**src/rgb_linear_fade_defines.svh**
```systemverilog
// Assertion macros shared by the fade block modules.
`ifndef RGB_LINEAR_FADE_DEFINES_SVH
`define RGB_LINEAR_FADE_DEFINES_SVH

// Same-cycle implication, disabled in reset.
`define RLF_ASSERT_NOW(label, ante, cons, msg) \
  label: assert property (@(posedge clk) disable iff (rst) (ante) |-> (cons)) \
    else $error(msg);

// Next-cycle implication, disabled in reset.
`define RLF_ASSERT_NEXT(label, ante, cons, msg) \
  label: assert property (@(posedge clk) disable iff (rst) (ante) |=> (cons)) \
    else $error(msg);

`endif

```
**src/rlf_pkg.sv**
```systemverilog
// Package with constants and interface types of the fade block.
`timescale 1ns / 1ps
`default_nettype none
package rlf_pkg;

  localparam int CHANNELS_DEF     = 3;
  localparam int COLOUR_FIELDS    = 3;
  localparam int LEVEL_W          = 8;
  localparam int DELAY_W          = 16;
  localparam int IN_DATA_W        = 40;
  localparam int OUT_DATA_W       = 32;
  localparam logic [7:0] STEP_COUNT_RESET = 8'd50;
  localparam logic ACT_TARGET     = 1'b0;
  localparam logic ACT_TICK       = 1'b1;

  typedef struct packed {
    logic       go;
    logic [7:0] from;
    logic [7:0] to;
    logic [7:0] idx;
    logic [7:0] steps;
  } lerp_req_t;

  typedef struct packed {
    logic       done;
    logic [7:0] level;
  } lerp_rsp_t;

endpackage
`default_nettype wire

```
**src/rlf_lerp.sv**
```systemverilog
// Shared interpolation unit: one multiply, then an eight-step restoring divide.
`timescale 1ns / 1ps
`default_nettype none
`include "rgb_linear_fade_defines.svh"
module rlf_lerp (
  input  wire              clk,
  input  wire              rst,
  input  rlf_pkg::lerp_req_t req,
  output rlf_pkg::lerp_rsp_t rsp
);

  typedef enum logic [3:0] {
    U_IDLE = 4'b0001,
    U_MUL  = 4'b0010,
    U_DIV  = 4'b0100,
    U_FIX  = 4'b1000
  } ustate_t;

  ustate_t    state;
  logic [7:0] from;
  logic [7:0] mag;
  logic [7:0] idx;
  logic [7:0] steps;
  logic       neg;
  logic [7:0] rem;
  logic [7:0] dq;
  logic [2:0] cnt;
  logic [15:0] prod;
  logic [8:0] trial;
  logic       trial_ge;
  logic [8:0] trial_sub;
  logic [8:0] lo_sum;
  logic [8:0] lo_dif;

  assign prod      = 16'(mag) * 16'(idx);
  assign trial     = {rem, dq[7]};
  assign trial_ge  = (trial >= {1'b0, steps});
  assign trial_sub = trial - {1'b0, steps};
  assign lo_sum    = {1'b0, from} + {1'b0, dq};
  assign lo_dif    = {1'b0, from} - {1'b0, dq};

  always_ff @(posedge clk) begin
    if (rst) begin
      state    <= U_IDLE;
      rsp.done <= 1'b0;
    end else begin
      rsp.done <= (state == U_FIX);
      case (state)
        U_IDLE: begin
          if (req.go) begin
            from  <= req.from;
            neg   <= (req.to < req.from);
            mag   <= (req.to < req.from) ? (req.from - req.to) : (req.to - req.from);
            idx   <= req.idx;
            steps <= req.steps;
            state <= U_MUL;
          end
        end
        U_MUL: begin
          rem   <= prod[15:8];
          dq    <= prod[7:0];
          cnt   <= 3'd0;
          state <= U_DIV;
        end
        U_DIV: begin
          rem   <= trial_ge ? trial_sub[7:0] : trial[7:0];
          dq    <= {dq[6:0], trial_ge};
          cnt   <= cnt + 3'd1;
          if (cnt == 3'd7) begin
            state <= U_FIX;
          end
        end
        U_FIX: begin
          if (neg) begin
            rsp.level <= lo_dif[8] ? 8'd0 : lo_dif[7:0];
          end else begin
            rsp.level <= lo_sum[8] ? 8'hFF : lo_sum[7:0];
          end
          state <= U_IDLE;
        end
        default: begin
          state <= U_IDLE;
        end
      endcase
    end
  end

  `RLF_ASSERT_NOW(a_go_idle, req.go, state == U_IDLE, "lerp start while busy")
  `RLF_ASSERT_NOW(a_rem_bound, state == U_DIV, rem < steps, "remainder out of range")
  `RLF_ASSERT_NEXT(a_done_pulse, rsp.done, !rsp.done, "done longer than one cycle")

endmodule
`default_nettype wire

```
**src/rgb_linear_fade.sv**
```systemverilog
// Top level of the linear LED colour fade block.
//
// channel | direction | handshake           | payload
// s_      | in        | s_tvalid / s_tready | s_tuser action, s_tdata target and delay
// m_      | out       | m_tvalid / m_tready | m_tdata drive levels and fading flag
// cfg_    | in        | cfg_we              | cfg_data step count
//
// A target item or a tick that does not land on an interior step goes straight to ST_DONE.
// A tick that lands on an interior step launches the shared interpolation unit
// (multiply, 8 divide steps, fix-up) once per channel, then goes to ST_DONE.
// Synchronous reset sets the control state, counters and colours, not m_tdata; step count resets to 50.
// A result waits in the output register; one further item may be taken meanwhile,
// and its result is held until the output register frees.
`timescale 1ns / 1ps
`default_nettype none
`include "rgb_linear_fade_defines.svh"
module rgb_linear_fade #(
  parameter int CHANNELS = rlf_pkg::CHANNELS_DEF
) (
  input  wire         clk,
  input  wire         rst,
  input  wire         s_tvalid,
  output logic        s_tready,
  input  wire  [39:0] s_tdata,   // target_red, target_green, target_blue, step_delay
  input  wire  [0:0]  s_tuser,   // action
  output logic        m_tvalid,
  input  wire         m_tready,
  output logic [31:0] m_tdata,   // drive_red, drive_green, drive_blue, fading, zero pad
  input  wire         cfg_we,
  input  wire  [7:0]  cfg_data   // step_count
);

  localparam int CH_W = (CHANNELS > 1) ? $clog2(CHANNELS) : 1;

  typedef enum logic [3:0] {
    ST_IDLE   = 4'b0001,
    ST_LAUNCH = 4'b0010,
    ST_WAIT   = 4'b0100,
    ST_DONE   = 4'b1000
  } state_t;

  state_t      state;
  logic [7:0]  start_c  [CHANNELS];
  logic [7:0]  target_c [CHANNELS];
  logic [7:0]  shown_c  [CHANNELS];
  logic [7:0]  step_index;
  logic [15:0] tick_count;
  logic [15:0] delay_held;
  logic        busy;
  logic [7:0]  step_count;
  logic [7:0]  steps_held;
  logic [CH_W-1:0] ch;

  logic        s_fire;
  logic [15:0] tick_next;
  logic [7:0]  idx_next;
  logic [7:0]  steps_eff;
  logic [15:0] in_delay;
  logic [23:0] drive;

  rlf_pkg::lerp_req_t req;
  rlf_pkg::lerp_rsp_t rsp;

  assign s_tready  = (state == ST_IDLE);
  assign s_fire    = s_tvalid && s_tready;
  assign tick_next = tick_count + 16'd1;
  assign idx_next  = (step_index < 8'hFF) ? (step_index + 8'd1) : step_index;
  assign steps_eff = (step_count == 8'd0) ? 8'd1 : step_count;
  assign in_delay  = s_tdata[39:24];

  always_comb begin
    req.go    = (state == ST_LAUNCH);
    req.from  = start_c[ch];
    req.to    = target_c[ch];
    req.idx   = step_index;
    req.steps = steps_held;
  end

  always_comb begin
    drive = '0;
    for (int c = 0; c < rlf_pkg::COLOUR_FIELDS; c++) begin
      if (c < CHANNELS) begin
        drive[c*8 +: 8] = shown_c[c];
      end
    end
  end

  rlf_lerp u_lerp (
    .clk (clk),
    .rst (rst),
    .req (req),
    .rsp (rsp)
  );

  always_ff @(posedge clk) begin
    if (rst) begin
      step_count <= rlf_pkg::STEP_COUNT_RESET;
    end else if (cfg_we) begin
      step_count <= cfg_data;
    end
  end

  always_ff @(posedge clk) begin
    if (rst) begin
      state      <= ST_IDLE;
      step_index <= '0;
      tick_count <= '0;
      delay_held <= '0;
      busy       <= 1'b0;
      steps_held <= 8'd1;
      ch         <= '0;
      m_tvalid   <= 1'b0;
      for (int c = 0; c < CHANNELS; c++) begin
        start_c[c]  <= '0;
        target_c[c] <= '0;
        shown_c[c]  <= '0;
      end
    end else begin
      if ((state == ST_DONE) && (!m_tvalid || m_tready)) begin
        m_tvalid <= 1'b1;
      end else if (m_tvalid && m_tready) begin
        m_tvalid <= 1'b0;
      end
      case (state)
        ST_IDLE: begin
          if (s_fire) begin
            state <= ST_DONE;
            if (s_tuser[0] == rlf_pkg::ACT_TARGET) begin
              for (int c = 0; c < CHANNELS; c++) begin
                start_c[c]  <= shown_c[c];
                target_c[c] <= (c < rlf_pkg::COLOUR_FIELDS) ? s_tdata[(c % 3)*8 +: 8] : 8'd0;
              end
              step_index <= '0;
              tick_count <= '0;
              delay_held <= (in_delay == 16'd0) ? 16'd1 : in_delay;
              busy       <= 1'b1;
            end else if (busy) begin
              if (tick_next >= delay_held) begin
                tick_count <= '0;
                step_index <= idx_next;
                steps_held <= steps_eff;
                if (idx_next >= steps_eff) begin
                  for (int c = 0; c < CHANNELS; c++) begin
                    shown_c[c] <= target_c[c];
                  end
                  busy <= 1'b0;
                end else begin
                  ch    <= '0;
                  state <= ST_LAUNCH;
                end
              end else begin
                tick_count <= tick_next;
              end
            end
          end
        end
        ST_LAUNCH: begin
          state <= ST_WAIT;
        end
        ST_WAIT: begin
          if (rsp.done) begin
            shown_c[ch] <= rsp.level;
            if (ch == CH_W'(CHANNELS - 1)) begin
              state <= ST_DONE;
            end else begin
              ch    <= ch + 1'b1;
              state <= ST_LAUNCH;
            end
          end
        end
        ST_DONE: begin
          if (!m_tvalid || m_tready) begin
            m_tdata <= {7'd0, busy, drive};
            state   <= ST_IDLE;
          end
        end
        default: begin
          state <= ST_IDLE;
        end
      endcase
    end
  end

  `RLF_ASSERT_NEXT(a_one_item, s_fire, !s_tready, "item taken while another is at work")
  `RLF_ASSERT_NOW(a_done_waited, rsp.done, state == ST_WAIT, "lerp result with no one waiting")
  `RLF_ASSERT_NOW(a_interior, state == ST_LAUNCH, step_index < steps_held,
                  "interpolation launched on the final step")

endmodule
`default_nettype wire
```
**config.mk**
```make
export PLATFORM = sky130hd
export DESIGN_NAME = rgb_linear_fade
export DESIGN_NICKNAME = d
export VERILOG_FILES = /design/src/rlf_pkg.sv /design/src/rlf_lerp.sv /design/src/rgb_linear_fade.sv
export VERILOG_INCLUDE_DIRS = /design/src /design/src/src
export SDC_FILE = /design/constraint.sdc
export NUM_CORES = 1
export LEC_CHECK = 0
export ABC_AREA = 1
export BUFFER_PORTS_ARGS = -buffer_cell sky130_fd_sc_hd__buf_2
export CELL_PAD_IN_SITES_DETAIL_PLACEMENT = 0
export CELL_PAD_IN_SITES_GLOBAL_PLACEMENT = 1
export CORE_MARGIN = 1.5
export CORE_UTILIZATION = 51
export CTS_CLUSTER_DIAMETER = 200
export DETAILED_ROUTE_END_ITERATION = 8
export GPL_TIMING_DRIVEN = 0
export HOLD_SLACK_MARGIN = 0.15
export PLACE_DENSITY = 0.85
export SETUP_SLACK_MARGIN = 0.1
export SYNTH_ARGS = -nofsm -noshare
export SYNTH_HDL_FRONTEND = slang
export SYNTH_SLANG_ARGS = --single-unit
```
**constraint.sdc**
```tcl
create_clock -name clk -period 9.1 [get_ports clk]
set_input_delay 0.91 -clock clk [delete_from_list [all_inputs] [get_ports clk]]
set_output_delay 0.91 -clock clk [all_outputs]
set_load 0.05 [all_outputs]
```
; Word level (Yosys, flattened, before mapping)
; Memory sizes are Yosys's and may differ from the RTL's. A register that Yosys moved wholly into a read port is not among the register bits.
; Index checks and enable logic that the tools add are counted.
; Widths: inputs -> output; s select.
[word_totals]
regBits = 154
ramBits = 72
out_inout_bits = 34
elab_cells = 173
memories = 3
[classes]
n_addsub = 9
mul = 1
order_cmp = 5
eq_ne = 22
n_mux = 78
bitwise_logic = 11
n_reduce_logical = 23
[memory_table]
columns = name, words, word_bits, read_ports, rd_ports_with_merged_regs, write_ports, line
row1 = shown_c, 3, 8, 3, 0, 3, rgb_linear_fade.sv:45  ; logic [7:0] shown_c [CHANNELS];
row2 = start_c, 3, 8, 1, 1, 3, rgb_linear_fade.sv:43  ; logic [7:0] start_c [CHANNELS];
row3 = target_c, 3, 8, 4, 1, 3, rgb_linear_fade.sv:44  ; logic [7:0] target_c [CHANNELS];
[ops]
columns = op, count
row1 = $mux 8, 20
row2 = $mux 16, 4
row3 = $mux 4, 10
row4 = $pmux 8 s2, 2
row5 = $mux 1, 26
row6 = $mux 2, 12
row7 = $sub 8x8->8, 3
row8 = $ne 2x1->1 const B, 9
row9 = $add 16x1->16 const B, 1
row10 = $ge 16x16->1, 1
row11 = $logic_not 16->1, 1
row12 = $mul 8x8->16, 1
row13 = $pmux 4 s4, 1
row14 = $reduce_and 3->1, 5
row15 = $pmux 4 s3, 1
row16 = $add 8x8->9, 1
row17 = $ge 9x8->1, 1
row18 = $or 1x1->1, 9
row19 = $sub 8x8->9, 1
row20 = $add 8x1->8 const B, 1
row21 = $eq 4x1->1 const B, 2
row22 = $eq 4x2->1 const B, 2
row23 = $eq 4x3->1 const B, 2
row24 = $eq 4x4->1 const B, 2
row25 = 21 further kinds, 31

; Depth between registers and ports, before layout
[logic_depth]
depth_word = 13
depth_mapped = 22
mapped_depth_nobuf = 22

; Cells and area by module
; A second synthesis with hierarchy kept.
[unflattened]
hier_cells = 1734
hier_area_um2 = 14511.4
[modules_own_cells]
columns = mod, n_inst, cells_per_inst, area_each_um2, seq_area_each_um2
row1 = rgb_linear_fade, 1, 839, 7717.4, 4234.1
row2 = rlf_lerp, 1, 895, 6794.0, 1901.8

; Worst setup path after synthesis
; Ideal clock, no wire load.
[synth_timing]
kind = flip-flop to flip-flop
from = reg u_lerp.idx[7]
to = reg u_lerp.rem[5] (data pin)
setup_time_ns = 0.253
t_arrival_ns = 4.024
required_time_ns = 8.847
slack_ns = 4.823
path_stages_with_launch = 21
n_path_buf = 1
synth_period_minus_slack_ns = 4.277
path_cell_list = edfxtp_1 -> clkbuf_1 -> nand2_1 -> fa_1 -> fa_1 -> inv_1 -> fa_1 -> inv_1 -> fa_1 -> inv_1 -> ha_1 -> nand2_1 -> inv_1 -> a21boi_0 -> o21ai_0 -> inv_1 -> nor2_1 -> nor2_1 -> nand2_1 -> nand3_1 -> nand2_1
[synth_via]
elab_chain_len = 2
[synth_rtl]
columns = item, line
row1 = start: declaration, rlf_lerp.sv:22  ; logic [7:0] idx;
row2 = start signal: assignment, rlf_lerp.sv:54  ; idx <= req.idx;
row3 = $mul 8x8->16, rlf_lerp.sv:35  ; assign prod = 16'(mag) * 16'(idx);
row4 = $pmux 8 s2, rlf_lerp.sv:48  ; case (state)
row5 = end signal: assignment, rlf_lerp.sv:60  ; rem <= prod[15:8];
row6 = end signal: assignment, rlf_lerp.sv:66  ; rem <= trial_ge ? trial_sub[7:0] : trial[7:0];
row7 = end: declaration, rlf_lerp.sv:25  ; logic [7:0] rem;
; Every way passes these cells.
; A chain may end at the register's enable or synchronous reset.

; Worst setup path after layout
[layout_timing]
from = reg u_lerp.mag[0]
to = reg u_lerp.rem[5] (data pin)
[layout_via]
elab_chain_len = 2
[layout_rtl]
columns = item, line
row1 = start: declaration, rlf_lerp.sv:21  ; logic [7:0] mag;
row2 = start signal: assignment, rlf_lerp.sv:53  ; mag <= (req.to < req.from) ? (req.from - req.to) : (req.to - req.from);
row3 = $mul 8x8->16, rlf_lerp.sv:35
row4 = $pmux 8 s2, rlf_lerp.sv:48
; Every way passes these cells.

==> metrics.yaml <==
status:
  outcome: "finished clean"
worst_setup_path:
  worst_ep_arrival_time_ns: 5.10
  critPathMaxStageDelay_ns: 0.56
  end_kind: "flop"
  critPathMostFrequentCell: "inv_1"
  path_max_fanout: 8
  ff2ff_path_depth: 20
  slowest_stage: "fa_1"
  worstPathCellList: "clkbuf_1 -> nand2_1 -> fa_1 -> fa_1 -> inv_1 -> fa_1 -> inv_1 -> fa_1 -> inv_1 -> ha_1 -> nand2_1 -> inv_1 -> a21boi_0 -> o21ai_0 -> inv_1 -> nor2_1 -> nor2_1 -> nand2_1 -> nand3_1 -> nand2_1"
  rr_endpoint: "u_lerp.rem[5]$_DFFE_PP_"
  r2r-start: "u_lerp.mag[0]$_DFFE_PP_"
  path_class: "flop to flop"
  crit_path_start_kind: "flop"
  reg2reg_slack_ns: 4.29
  worstPathRequired_ns: 9.39
power_and_ir_drop:
  ir_worst_vdd_mv: 0.177
  power.total_w: 0.00327
  p_leak_nw: 7.51
  p_per_area_nw_per_um2: 204
synth:
  yosysMostFrequentCell: "inv_1"
  ys_warn_count: 0
  syn_inst: 1613
  synth_edf_count: 157
  synth_area_leader_cell: "edfxtp_1"
  seq_area_frac_synth_pct: 43.4
  ys_top_cells_by_count: "332 x inv_1, 286 x nand2_1, 157 x edfxtp_1"
  synth_ff_type: "edfxtp_1"
  synthTopCellsByArea: "edfxtp_1 33%, dfxtp_1 10%, ha_1 9.4%"
  synth.top_cell.area_share_pct: 33.4
  avgSynthCellArea_um2: 8.76
  synth-seq-cells: 228
  async_reset_ff_share_pct: 0
  ys_types: 46
  synth_area_um2: 14100
floorplan:
  ios: 88
  dieArea_um2: 28700
  die_height_um: 169
  core_area_um2: 27100
  rows: 60
  dieWidth_um: 169
  start_util_pct: 52.1
finish:
  layout.cells.non_filler: 2124
  area_growth_syn_to_layout_pct: 13.3
  final_core_util_pct: 59.1
  nNetsFinal: 1932
  drive_above_1_share_pct: 12.3
timing:
  tightest_slew_ns: 1.21
  tns_ns: 0
  final.min_clock_period_ns: 4.81
  finalSetupViolations: 0
  rsz0062_at_grt: "false"
  holdWs_ns: 0.429
  finalCritPeriodShare_pct: 52.8
  slew_violations: 0
  worst_clock_skew_ns: 0.0119
  relSlewSlack_pct: 19.2
  clock.fmax_mhz: 208
  hold_viol_final: 0
drt:
  post_drt_via_cell_ratio: 5.02
  ant_nets: 0
  vias: 10658
  drt_wl_total_um: 31300
  drtIter0Drc: 663
  drc: 0
  drt-wirelength-per-cell_um: 14.7
  drtPass1Iterations: 5
worst_hold_path:
  min-delay-start: "steps_held[7]$_SDFFE_PP0P_"
  hp-class: "flop to flop"
  hold_end: "u_lerp.steps[7]$_DFFE_PP_"
  whs_path_depth: 0
clock_network:
  htree_levels: 1
  cts.root.buffer_cell: "clkbuf_16"
  cts_resized: 0
  cts_setup_buffers: 0
  cts.sinks: 228
  hold_buffers: 0
  clkTransAtPathRegs_ns: 0.06
  cts_tree: "built"
  clock_path_buffers: 3
  cts_made_buffers: 26
  clk_latency_ns: 0.53
global_routing:
  grt_max_degree: 58
  grt_pass1_wl_um: 51300
  antenna_found_initial: 2
  track_usage_pct: 22.5
  grt_remaining_overflow: 0
  grt_pass1_vias: 10195
place:
  port_buffers: 79
  routabilityCongestion: 0.858
  dp.cells: 2075
  dp_hpwl_um: 24400
run:
  drv_cap: 0
[registers in the layout, indices dropped and copies added, names as in the netlist, 9 cells and up, named ones only]
register and count:
start_c 24, target_c 24, delay_held 16, tick_count 16, u_lerp.rsp 9, m_tdata 25
shown_c 24
[metal layers]
layer | vias to the layer above | track usage (%) | wire length [um]
met5 | - | 0 | 11
met1 | 4943 | 31.0 | 14400
met4 | 2 | 4.96 | 487
met2 | 241 | 37.8 | 14700
li1 | 5429 | - | -
met3 | 43 | 3.17 | 1760
[placed cells by master, fill, tap and decap left out, types with 12 or more instances in the layout]
| cell | Yosys | final |
|---|---|---|
| edfxtp_1 | 157 | 157 |
| inv_1 | 332 | 332 |
| fa_1 | 41 | 41 |
| xor2_1 | 37 | 37 |
| nand2_1 | 286 | 286 |
| o21ai_0 | 112 | 112 |
| or2_2 | 17 | 17 |
| dfxtp_1 | 71 | 71 |
| nand3_1 | 49 | 49 |
| nor2_4 | 12 | 12 |
| a21oi_1 | 84 | 83 |
| nand4_1 | 24 | 24 |
| o211ai_1 | 18 | 18 |
| o21ai_2 | 20 | 20 |
| nor2_1 | 108 | 108 |
| ha_1 | 106 | 106 |
| buf_2 | 6 | 85 |
| clkbuf_16 | 0 | 26 |
| clkbuf_1 | 39 | 41 |
[area by class of cell]
type / instances / area [um2]
well taps: 372 / 465
flip-flops and latches: 228 / 6140
repair buffers: 84 / 452
inverters: 338 / 1270
clock inverters: 19 / 250
fillers: 2383 / 11100
clock buffers: 29 / 672
diodes: 1 / 2.50
plain buffers: 58 / 297
multi-input cells: 995 / 6470
[worst max path at each step]
stage,slack (ns),start,end,cells after the start
2_1_floorplan,4.82,u_lerp.idx[7]$_DFFE_PP_,u_lerp.rem[5]$_DFFE_PP_,20
3_3_place_gp,3.86,rst,u_lerp.from[3]$_DFFE_PP_,3
3_5_place_dp,4.33,u_lerp.mag[0]$_DFFE_PP_,u_lerp.rem[5]$_DFFE_PP_,20
4_1_cts,4.28,u_lerp.mag[0]$_DFFE_PP_,u_lerp.rem[5]$_DFFE_PP_,20
5_1_grt,3.98,u_lerp.idx[7]$_DFFE_PP_,u_lerp.rem[5]$_DFFE_PP_,20
6_report,4.29,u_lerp.mag[0]$_DFFE_PP_,u_lerp.rem[5]$_DFFE_PP_,20
[worst max-delay path, delay by kind of cell, from the launching register on]
family,cells,cell delay (ns)
adders and majority gates,5,2.53
buffers and inverters,6,0.67
and+or+nand+nor,7,0.60
AOI/OAI and AO/OA,2,0.44
DFF,1,0.33
[per-stage QoR]
step                cell area (um2)  setup WS, ns
floorplan                     14200          4.82
global placement              15000          3.86
detailed placement            15100          4.33
CTS                           16000          4.28
global route                  16000          3.98
finish                        16000          4.29
[cells by family after synthesis]
kind of cell	count (synthesis)	synth area share [%]
buffers and inverters	396	11.1
other	1	0.0265
AND/OR/NAND/NOR	529	16.6
flip-flops	228	43.4
adder cells (fa/ha/maj)	147	15.2
XOR/XNOR	43	2.67
AO/OA/AOI/OAI	269	11.0
[power breakdown]
group | switching [W] | leakage, nW | internal (W)
registers | 0.0000580 | 2.10 | 0.00123
clock network | 0.000447 | 0.445 | 0.000659
logic | 0.000580 | 4.96 | 0.000294
Power figures use the tool's default switching activity.
